==> src/rtl/dtmfs_pkg.sv <==
// ----------------------------------------------------------------------------
// dtmfs_pkg: shared types and constants of the DTMF coded siren controller
// Mode and phase encodings, result codes, register indexes and command codes.
// ----------------------------------------------------------------------------
package dtmfs_pkg;

   localparam int LEVEL_W    = 11;
   localparam int MODE_W     = 3;
   localparam int EVENT_W    = 3;
   localparam int TICK_W     = 16;
   localparam int STEP_W     = 8;
   localparam int CHAR_W     = 8;
   localparam int SECONDS_W  = 32;
   localparam int CSR_IDX_W  = 3;
   localparam int CSR_DATA_W = 16;
   localparam int CODE_SLOTS = 8;

   // growl and alert ramps step once every three ticks
   localparam logic [TICK_W-1:0] RAMP_STEP_TICKS = 16'd3;

   typedef enum logic [4:0] {
      MODE_IDLE   = 5'b00001,
      MODE_GROWL  = 5'b00010,
      MODE_ALERT  = 5'b00100,
      MODE_ATTACK = 5'b01000,
      MODE_DOWN   = 5'b10000
   } mode_type;

   typedef enum logic [2:0] {
      PH_RISE = 3'b001,
      PH_HOLD = 3'b010,
      PH_FALL = 3'b100
   } phase_type;

   // siren_mode result codes
   localparam logic [MODE_W-1:0] SM_IDLE   = 3'd0;
   localparam logic [MODE_W-1:0] SM_GROWL  = 3'd1;
   localparam logic [MODE_W-1:0] SM_ALERT  = 3'd2;
   localparam logic [MODE_W-1:0] SM_ATTACK = 3'd3;
   localparam logic [MODE_W-1:0] SM_DOWN   = 3'd4;

   // code_event result codes
   localparam logic [EVENT_W-1:0] EV_NONE   = 3'd0;
   localparam logic [EVENT_W-1:0] EV_OFF    = 3'd1;
   localparam logic [EVENT_W-1:0] EV_GROWL  = 3'd2;
   localparam logic [EVENT_W-1:0] EV_ALERT  = 3'd3;
   localparam logic [EVENT_W-1:0] EV_ATTACK = 3'd4;

   // configuration register indexes
   localparam logic [CSR_IDX_W-1:0] CSR_CUTOFF    = 3'd0;
   localparam logic [CSR_IDX_W-1:0] CSR_GROWL     = 3'd1;
   localparam logic [CSR_IDX_W-1:0] CSR_ALERT     = 3'd2;
   localparam logic [CSR_IDX_W-1:0] CSR_ATK_LOW   = 3'd3;
   localparam logic [CSR_IDX_W-1:0] CSR_ATK_HIGH  = 3'd4;
   localparam logic [CSR_IDX_W-1:0] CSR_ATK_UP    = 3'd5;
   localparam logic [CSR_IDX_W-1:0] CSR_ATK_DOWN  = 3'd6;
   localparam logic [CSR_IDX_W-1:0] CSR_HOLD      = 3'd7;

   // command codes, slot 0 in the low byte, unused slots zero
   localparam logic [CODE_SLOTS*CHAR_W-1:0] CODE_OFF    = 64'h0000_0031_3630_3234;
   localparam logic [CODE_SLOTS*CHAR_W-1:0] CODE_GROWL  = 64'h0000_0032_3630_3234;
   localparam logic [CODE_SLOTS*CHAR_W-1:0] CODE_ALERT  = 64'h0000_0033_3630_3234;
   localparam logic [CODE_SLOTS*CHAR_W-1:0] CODE_ATTACK = 64'h0000_0034_3630_3234;

   function automatic logic [MODE_W-1:0] mode_code(input mode_type m);
      logic [MODE_W-1:0] c;
      case (m)
         MODE_GROWL:  c = SM_GROWL;
         MODE_ALERT:  c = SM_ALERT;
         MODE_ATTACK: c = SM_ATTACK;
         MODE_DOWN:   c = SM_DOWN;
         default:     c = SM_IDLE;
      endcase
      return c;
   endfunction

   // a step period of zero acts as one
   function automatic logic [TICK_W-1:0] period_of(input logic [TICK_W-1:0] p);
      return (p == '0) ? TICK_W'(1) : p;
   endfunction

endpackage

==> src/rtl/dtmf_code_siren_pwm_controller_unit.sv <==
// ----------------------------------------------------------------------------
// dtmf_code_siren_pwm_controller_unit: DTMF coded siren PWM controller
// Collects DTMF digits into a command code and steps the siren PWM profile
// on millisecond ticks.
// ----------------------------------------------------------------------------
// Each request is either a 1 ms tick (kind 0) or a received DTMF digit
// (kind 1, with its ASCII character and a seconds timestamp). Every request
// produces exactly one response carrying the PWM level after that item, the
// siren mode, and the command matched by that item (always none for a tick).
// Digits build a CODE_LEN character code; a digit more than TIMEOUT_SECONDS
// after the previous one, or one that follows a full code, starts a new code.
// A full code "42061" winds the siren down, "42062" growls, "42063" alerts and
// "42064" starts the attack sweep; a command takes effect at once. The whole
// state update is one pass of logic from the state registers and the request
// payload into the state and response registers, so a new request is taken
// every cycle while the response register is free or being drained. The
// response is registered and is valid in the cycle after the transfer.
// Configuration writes must only happen while no response is pending.
// ----------------------------------------------------------------------------
module dtmf_code_siren_pwm_controller_unit #(
   parameter int CODE_LEN        = 5,
   parameter int TIMEOUT_SECONDS = 5
) (
   input  logic                                 clock,
   input  logic                                 reset,
   // configuration write port
   input  logic                                 csr_we,
   input  logic [dtmfs_pkg::CSR_IDX_W-1:0]      csr_index,
   input  logic [dtmfs_pkg::CSR_DATA_W-1:0]     csr_wdata,
   // request channel
   input  logic                                 req_valid,
   output logic                                 req_ready,
   input  logic                                 req_kind,
   input  logic [dtmfs_pkg::CHAR_W-1:0]         req_digit_char,
   input  logic [dtmfs_pkg::SECONDS_W-1:0]      req_seconds,
   // response channel
   output logic                                 rsp_valid,
   input  logic                                 rsp_ready,
   output logic [dtmfs_pkg::LEVEL_W-1:0]        rsp_pwm_level,
   output logic [dtmfs_pkg::MODE_W-1:0]         rsp_siren_mode,
   output logic [dtmfs_pkg::EVENT_W-1:0]        rsp_code_event
);
   import dtmfs_pkg::*;

   localparam int CNT_W = $clog2(CODE_LEN + 1);
   localparam logic [CNT_W-1:0] CODE_LEN_C = CNT_W'(CODE_LEN);
   localparam logic [SECONDS_W:0] TIMEOUT_C = (SECONDS_W+1)'(TIMEOUT_SECONDS);

   // configuration registers
   logic [LEVEL_W-1:0] cutoff_ff, growl_lvl_ff, alert_lvl_ff, atk_low_ff, atk_high_ff;
   logic [STEP_W-1:0]  atk_up_ff, atk_down_ff;
   logic [TICK_W-1:0]  hold_ff;

   // block state
   logic [CHAR_W-1:0]    digits_ff [CODE_LEN];
   logic [CHAR_W-1:0]    digits_in [CODE_LEN];
   logic [CNT_W-1:0]     count_ff, count_in;
   logic [SECONDS_W-1:0] last_ff, last_in;
   mode_type             mode_ff, mode_in;
   phase_type            phase_ff, phase_in;
   logic [LEVEL_W-1:0]   level_ff, level_in;
   logic [TICK_W-1:0]    tick_ff, tick_in;

   // response register
   logic                 rsp_valid_ff, rsp_valid_in;
   logic [LEVEL_W-1:0]   rsp_level_ff;
   logic [MODE_W-1:0]    rsp_mode_ff;
   logic [EVENT_W-1:0]   rsp_event_ff, event_in;

   // digit path temporaries
   logic [SECONDS_W-1:0]           last_eff;
   logic                           late;
   logic                           restart;
   logic [CNT_W-1:0]               count_base;
   logic [CODE_SLOTS*CHAR_W-1:0]   code_word;
   logic [TICK_W-1:0]              tick_inc;

   logic req_xfer;

   // Take a new request whenever the response slot is empty or draining.
   assign req_ready = !rsp_valid_ff || rsp_ready;
   assign req_xfer  = req_valid && req_ready;

   assign rsp_valid      = rsp_valid_ff;
   assign rsp_pwm_level  = rsp_level_ff;
   assign rsp_siren_mode = rsp_mode_ff;
   assign rsp_code_event = rsp_event_ff;

   // ---------------------------------------------------------------- config
   always_ff @(posedge clock) begin
      if (reset) begin
         cutoff_ff    <= 11'd550;
         growl_lvl_ff <= 11'd595;
         alert_lvl_ff <= 11'd1024;
         atk_low_ff   <= 11'd750;
         atk_high_ff  <= 11'd1024;
         atk_up_ff    <= 8'd10;
         atk_down_ff  <= 8'd15;
         hold_ff      <= 16'd3000;
      end else if (csr_we) begin
         case (csr_index)
            CSR_CUTOFF:   cutoff_ff    <= csr_wdata[LEVEL_W-1:0];
            CSR_GROWL:    growl_lvl_ff <= csr_wdata[LEVEL_W-1:0];
            CSR_ALERT:    alert_lvl_ff <= csr_wdata[LEVEL_W-1:0];
            CSR_ATK_LOW:  atk_low_ff   <= csr_wdata[LEVEL_W-1:0];
            CSR_ATK_HIGH: atk_high_ff  <= csr_wdata[LEVEL_W-1:0];
            CSR_ATK_UP:   atk_up_ff    <= csr_wdata[STEP_W-1:0];
            CSR_ATK_DOWN: atk_down_ff  <= csr_wdata[STEP_W-1:0];
            CSR_HOLD:     hold_ff      <= csr_wdata;
            default:      ;
         endcase
      end
   end

   // ------------------------------------------------------ next state logic
   assign tick_inc = tick_ff + TICK_W'(1);

   always_comb begin
      digits_in  = digits_ff;
      count_in   = count_ff;
      last_in    = last_ff;
      mode_in    = mode_ff;
      phase_in   = phase_ff;
      level_in   = level_ff;
      tick_in    = tick_ff;
      event_in   = EV_NONE;
      last_eff   = (last_ff == '0) ? req_seconds : last_ff;
      late       = {1'b0, req_seconds} > ({1'b0, last_eff} + TIMEOUT_C);
      restart    = late || (count_ff >= CODE_LEN_C);
      count_base = restart ? '0 : count_ff;
      code_word  = '0;

      if (req_kind) begin
         // Digit: restart the code if late or after a full code, then append.
         last_in = req_seconds;
         for (int i = 0; i < CODE_LEN; i++) begin
            if (restart) begin
               digits_in[i] = '0;
            end
            if (count_base == CNT_W'(i)) begin
               digits_in[i] = req_digit_char;
            end
            code_word[i*CHAR_W +: CHAR_W] = digits_in[i];
         end
         count_in = count_base + CNT_W'(1);

         if (count_in == CODE_LEN_C) begin
            if (code_word == CODE_OFF) begin
               event_in = EV_OFF;
            end else if (code_word == CODE_GROWL) begin
               event_in = EV_GROWL;
            end else if (code_word == CODE_ALERT) begin
               event_in = EV_ALERT;
            end else if (code_word == CODE_ATTACK) begin
               event_in = EV_ATTACK;
            end
         end

         // Apply the matched command at once.
         case (event_in)
            EV_OFF: begin
               mode_in = (mode_ff == MODE_IDLE) ? MODE_IDLE : MODE_DOWN;
            end
            EV_GROWL: begin
               mode_in  = MODE_GROWL;
               level_in = '0;
               tick_in  = '0;
            end
            EV_ALERT: begin
               mode_in  = MODE_ALERT;
               level_in = '0;
               tick_in  = '0;
            end
            EV_ATTACK: begin
               mode_in  = MODE_ATTACK;
               level_in = atk_low_ff;
               phase_in = PH_RISE;
               tick_in  = '0;
            end
            default: ;
         endcase
      end else begin
         // Tick: advance the active profile.
         case (mode_ff)
            MODE_GROWL, MODE_ALERT: begin
               if (level_ff < ((mode_ff == MODE_GROWL) ? growl_lvl_ff : alert_lvl_ff)) begin
                  tick_in = tick_inc;
                  if (tick_inc >= RAMP_STEP_TICKS) begin
                     tick_in  = '0;
                     level_in = level_ff + LEVEL_W'(1);
                  end
               end
            end
            MODE_ATTACK: begin
               case (phase_ff)
                  PH_HOLD: begin
                     tick_in = tick_inc;
                     if (tick_inc >= period_of(hold_ff)) begin
                        tick_in  = '0;
                        phase_in = PH_FALL;
                     end
                  end
                  PH_FALL: begin
                     if (level_ff <= atk_low_ff) begin
                        phase_in = PH_RISE;
                        tick_in  = '0;
                     end else begin
                        tick_in = tick_inc;
                        if (tick_inc >= period_of(TICK_W'(atk_down_ff))) begin
                           tick_in  = '0;
                           level_in = level_ff - LEVEL_W'(1);
                           if (level_in <= atk_low_ff) begin
                              phase_in = PH_RISE;
                           end
                        end
                     end
                  end
                  default: begin
                     phase_in = PH_RISE;
                     if (level_ff >= atk_high_ff) begin
                        phase_in = PH_HOLD;
                        tick_in  = '0;
                     end else begin
                        tick_in = tick_inc;
                        if (tick_inc >= period_of(TICK_W'(atk_up_ff))) begin
                           tick_in  = '0;
                           level_in = level_ff + LEVEL_W'(1);
                           if (level_in >= atk_high_ff) begin
                              phase_in = PH_HOLD;
                           end
                        end
                     end
                  end
               endcase
            end
            MODE_DOWN: begin
               // Wind down to the cutoff, then drop to zero and go idle.
               if (level_ff > cutoff_ff) begin
                  level_in = level_ff - LEVEL_W'(1);
               end else begin
                  level_in = '0;
                  mode_in  = MODE_IDLE;
               end
            end
            default: ;
         endcase
      end
   end

   // Hold the response until it is taken; a transfer refills it.
   assign rsp_valid_in = req_xfer || (rsp_valid_ff && !rsp_ready);

   // ----------------------------------------------------------- registers
   always_ff @(posedge clock) begin
      if (reset) begin
         for (int i = 0; i < CODE_LEN; i++) begin
            digits_ff[i] <= '0;
         end
         count_ff     <= '0;
         last_ff      <= '0;
         mode_ff      <= MODE_IDLE;
         phase_ff     <= PH_RISE;
         level_ff     <= '0;
         tick_ff      <= '0;
         rsp_valid_ff <= 1'b0;
      end else begin
         rsp_valid_ff <= rsp_valid_in;
         if (req_xfer) begin
            digits_ff <= digits_in;
            count_ff  <= count_in;
            last_ff   <= last_in;
            mode_ff   <= mode_in;
            phase_ff  <= phase_in;
            level_ff  <= level_in;
            tick_ff   <= tick_in;
         end
      end
   end

   always_ff @(posedge clock) begin
      if (req_xfer) begin
         rsp_level_ff <= level_in;
         rsp_mode_ff  <= mode_code(mode_in);
         rsp_event_ff <= event_in;
      end
   end

   // ---------------------------------------------------------- assertions
   // A tick never reports a matched command.
   a_tick_no_event: assert property (@(posedge clock) disable iff (reset)
      (req_xfer && !req_kind) |=> (rsp_code_event == EV_NONE))
      else $error("tick produced a code event");

   // Every transfer yields a response in the next cycle.
   a_xfer_rsp: assert property (@(posedge clock) disable iff (reset)
      req_xfer |=> rsp_valid)
      else $error("transfer without response");

   // An idle siren always reports a zero PWM level.
   a_idle_zero: assert property (@(posedge clock) disable iff (reset)
      (rsp_valid && rsp_siren_mode == SM_IDLE) |-> (rsp_pwm_level == '0))
      else $error("idle mode with nonzero level");

   // The digit count never exceeds the code length.
   a_count_range: assert property (@(posedge clock) disable iff (reset)
      count_ff <= CODE_LEN_C)
      else $error("digit count out of range");

endmodule

==> config.mk <==
export PLATFORM = sky130hd
export DESIGN_NAME = dtmf_code_siren_pwm_controller_unit
export DESIGN_NICKNAME = d
export VERILOG_FILES = /design/src/rtl/dtmfs_pkg.sv /design/src/rtl/dtmf_code_siren_pwm_controller_unit.sv
export SDC_FILE = /design/constraint.sdc
export NUM_CORES = 1
export LEC_CHECK = 0
export ABC_CLOCK_PERIOD_IN_PS = 10700
export BUFFER_PORTS_ARGS = -buffer_cell sky130_fd_sc_hd__buf_2
export CAP_MARGIN = 20
export CELL_PAD_IN_SITES_DETAIL_PLACEMENT = 1
export CELL_PAD_IN_SITES_GLOBAL_PLACEMENT = 1
export CORE_ASPECT_RATIO = 0.7
export CORE_MARGIN = 4
export CORE_UTILIZATION = 47
export CTS_CLUSTER_SIZE = 12
export DETAILED_ROUTE_END_ITERATION = 7
export HOLD_SLACK_MARGIN = 0.05
export PLACE_DENSITY_LB_ADDON = 0.1
export SYNTH_ARGS = -nofsm -noshare
export SYNTH_HDL_FRONTEND = slang
export SYNTH_SLANG_ARGS = --single-unit
==> constraint.sdc <==
create_clock -name clock -period 10.7 [get_ports clock]
set_input_delay 1.07 -clock clock [delete_from_list [all_inputs] [get_ports clock]]
set_output_delay 1.07 -clock clock [all_outputs]
set_load 0.01 [all_outputs]
==> impl_metrics.tcl <==
set metrics [dict create \
    fin_setup_tns_ns 0 \
    cp.required_ns 11.15 \
    yosysUniqueCellTypes 89 \
    hpwl_um 37860 \
    p_leak_nw 6.515 \
    grtUsageMet1_pct 43.46 \
    postCtsSetupRepairBufs 0 \
    final_cell_mix "nand2_1 (314), dfxtp_1 (198), a21oi_1 (174)" \
    setup_viol 0 \
    start_util_pct 48.30 \
    drc 0 \
    yosysWarnings 0 \
    yosysSeqAreaShare_pct 30.44 \
    cts_root_buffer "clkbuf_16" \
    cp_slowest_cell "or4_1" \
    num_rows 53 \
    final_common_cell "nand2_1" \
    use_met2_pct 44.88 \
    clkSlewWorstSetupHoldPaths_ns 0.07 \
    outcome "finished, final reports clean" \
    max-slew-margin-rel_pct 20.11 \
    pwr-share-seq_pct 42.8 \
    worst_ep_arrival_time_ns 10.46 \
    hold_start "cutoff_ff[4]" \
    drt-initial-drc-count 1304 \
    vias_per_cell 6.227 \
    hold_path.class "flip-flop to flip-flop" \
    synth_async_sr_flop_share_pct 0 \
    cp-start-kind "flip-flop" \
    grt_pass1_wl_um 81610 \
    grt_max_degree 70 \
    maxCapViolCount 0 \
    gp_congestion 0.9501 \
    min_period_over_period_pct 93.55 \
    cp-end-kind "flip-flop" \
    clk_latency_ns 0.53 \
    syn_area_per_cell_um2 7.770 \
    cts_sinks 215 \
    dieArea_mm2 0.03422 \
    critPathKind "flip-flop to flip-flop" \
    p_int_w 0.001442 \
    cts_buffers 24 \
    global_route.peak_usage_layer "met2" \
    synth_edf_count 17 \
    hold_violations 0 \
    coreArea_mm2 0.03044 \
    cts_buffer_depth 3 \
    num-fill-cells 3753 \
    regToRegSetupSlack_ns 0.69 \
    power_switching_w 0.0005545 \
    switching_share_pct 27.77 \
    tritoncts "done" \
    syn-cell-area_mm2 0.01470 \
    synth_ff_type "dfxtp_1" \
    dr_total_vias 14680 \
    grt_usage_pct 29.45 \
    clock_skew_ns 0.01361 \
    die_x_um 219.4 \
    grt_antenna_before_repair 0 \
    ir_worst_vdd_uv 114.8 \
    grt-ovfl-total 0 \
    critPathMaxStageDelay_ns 0.56 \
    whs_ns 0.4557 \
    comb_power_share_pct 13.8 \
    syn-num-nets 2096 \
    area_growth_pct 10.74 \
    final_nets 2130 \
    ant_nets 0 \
    routedWlPerCell_um 21.87 \
    postSynthCellCount 1892 \
    grt_pass1_vias 14730 \
    synth-seq-cells 215 \
    io_buffers 83 \
    use_met3_pct 6.385 \
    firstDrtPassIters 5 \
    h-tree-depth 1 \
    path_max_fanout 20 \
    tightest_slew_ns 1.186 \
    max_freq_ghz 0.09990 \
    drive_gt1_share_pct 9.311 \
    r2r-start "last_ff[3]" \
    crit_path_start "last_ff[3]" \
    clkPwrFrac_pct 43.4 \
    finalMaxSlewViolations 0 \
    p_per_area_mw_per_mm2 122.7 \
    period_needed_ns 10.01 \
    rsz0062_at_grt "false" \
    io_pins 84 \
    die_h_um 156.0 \
    routed_wl_um 51540 \
]
==> power by group through the flow <==
| stage | clock network [W] | logic, W | registers, W |
|---|---|---|---|
| after floorplan | 0 | 0.000174 | 0.000864 |
| after global placement | 0 | 0.000259 | 0.000870 |
| after detailed placement | 0 | 0.000268 | 0.000871 |
| after CTS | 0.000881 | 0.000271 | 0.000853 |
| after global routing | 0.000916 | 0.000305 | 0.000856 |
| final | 0.000867 | 0.000276 | 0.000854 |
==> final timing paths <==
kind | cells after the start | endpoint
worst max-delay path | 34 | tick_ff[2]
worst min-delay path | 2 | cutoff_ff[4]
worst max register to register | 34 | tick_ff[2]
worst min register to register | 2 | cutoff_ff[4]
==> state kept, by name, summed over array words and instances, names as in the netlist <==
name and flops:
rsp_pwm_level 11, growl_lvl_ff 11, alert_lvl_ff 11, rsp_code_event 3
hold_ff 16, rsp_valid 1, atk_up_ff 8, count_ff 3
digits_ff 40, atk_low_ff 11, level_ff 11, atk_down_ff 8
cutoff_ff 11, rsp_siren_mode 3, mode_ff 5, phase_ff 3
tick_ff 16, atk_high_ff 11, last_ff 32
==> area by class of cell <==
cell class,count,area [um2],area share (%)
Antenna cell,1,2.502,0.01537
Clock buffer,39,738.2,4.535
Clock inverter,5,75.07,0.4611
Inverter,114,427.9,2.629
Multi-Input combinational cell,1465,9458,58.10
Sequential cell,215,4474,27.48
Tap cell,412,515.5,3.167
Timing Repair Buffer,106,588.1,3.612
==> per-layer routing <==
layer	share of wire, %	wire length (um)
met1	48	24580
met2	43	21990
met3	8.4	4331
met4	1.2	643
met5	0	0
==> critical path, delay by kind of cell, from the launching register on <==
| family | cells | cell delay (ns) |
|---|---|---|
| AO/OA/AOI/OAI | 12 | 3.47 |
| adder cells (fa/ha/maj) | 3 | 0.72 |
| buffers and inverters | 2 | 0.41 |
| flip-flops | 1 | 0.36 |
| AND/OR/NAND/NOR | 17 | 4.93 |
==> cells in the mapped netlist (5+ instances only) <==
library cell	instances	area, um2
nand2_1	314	1179
dfxtp_1	198	3964
a21oi_1	174	870.8
ha_1	139	1739
nor2_1	132	495.5
inv_1	111	416.7
clkbuf_1	77	289.0
o21ai_0	75	375.4
nand3_1	49	245.2
xnor2_1	45	394.1
a21o_1	42	315.3
a22oi_1	41	307.8
nor3_1	36	180.2
o211ai_1	31	232.7
nor4_1	27	168.9
nand4_1	26	162.7
mux2i_1	22	220.2
o21a_1	21	157.7
nand2b_1	19	118.9
xor2_1	19	166.4
edfxtp_1	17	510.5
nor2b_1	17	106.4
and3_1	16	100.1
and2_1	15	93.84
nand4b_1	14	122.6
a31oi_1	13	81.33
a211oi_1	12	90.09
buf_1	12	45.04
a32oi_1	10	87.58
a221oi_1	9	78.83
o21ai_1	9	45.04
or3_1	9	56.30
a2111oi_0	8	70.07
a32o_1	8	80.08
a221o_1	7	70.07
o22ai_1	7	43.79
o31ai_1	7	52.55
or2_2	7	43.79
and4_1	6	52.55
buf_2	6	30.03
nor4b_1	5	43.79
o221ai_1	5	43.79
or4_1	5	37.54
==> per-stage QoR <==
step | cell area (um2) | util, % | cells | total power, W | setup WS, ns
final | 16280 | 53.48 | 2357 | 0.001997 | 0.6897
after floorplan | 14700 | - | 1892 | 0.001038 | 2.221
after detailed placement | 15440 | 50.72 | 2312 | 0.001139 | 0.7164
after CTS | 16250 | 53.39 | 2356 | 0.002005 | 0.5361
after global routing | 16280 | 53.48 | 2356 | 0.002077 | 0.04186
after global placement | 15430 | 50.71 | 2311 | 0.001129 | 1.148
==> repair_timing <==
action	4_1_cts	5_1_grt
resized for setup	0	4
endpoints found under the setup margin	0	42
hold buffers	0	0
==> logic make-up (layout without fill, tap and decap cells) <==
| family | Yosys count | after routing | share of synthesized area (%) |
|---|---|---|---|
| xor+xnor | 64 | 64 | 3.813 |
| other cells | 0 | 1 | 0 |
| flops | 215 | 215 | 30.44 |
| buf+inv | 212 | 264 | 5.507 |
| mux | 22 | 22 | 1.498 |
| simple gates | 716 | 716 | 23.10 |
| compound gates | 523 | 523 | 23.75 |
| fa+ha+maj | 140 | 140 | 11.90 |
(Power assumes the default switching activity.)
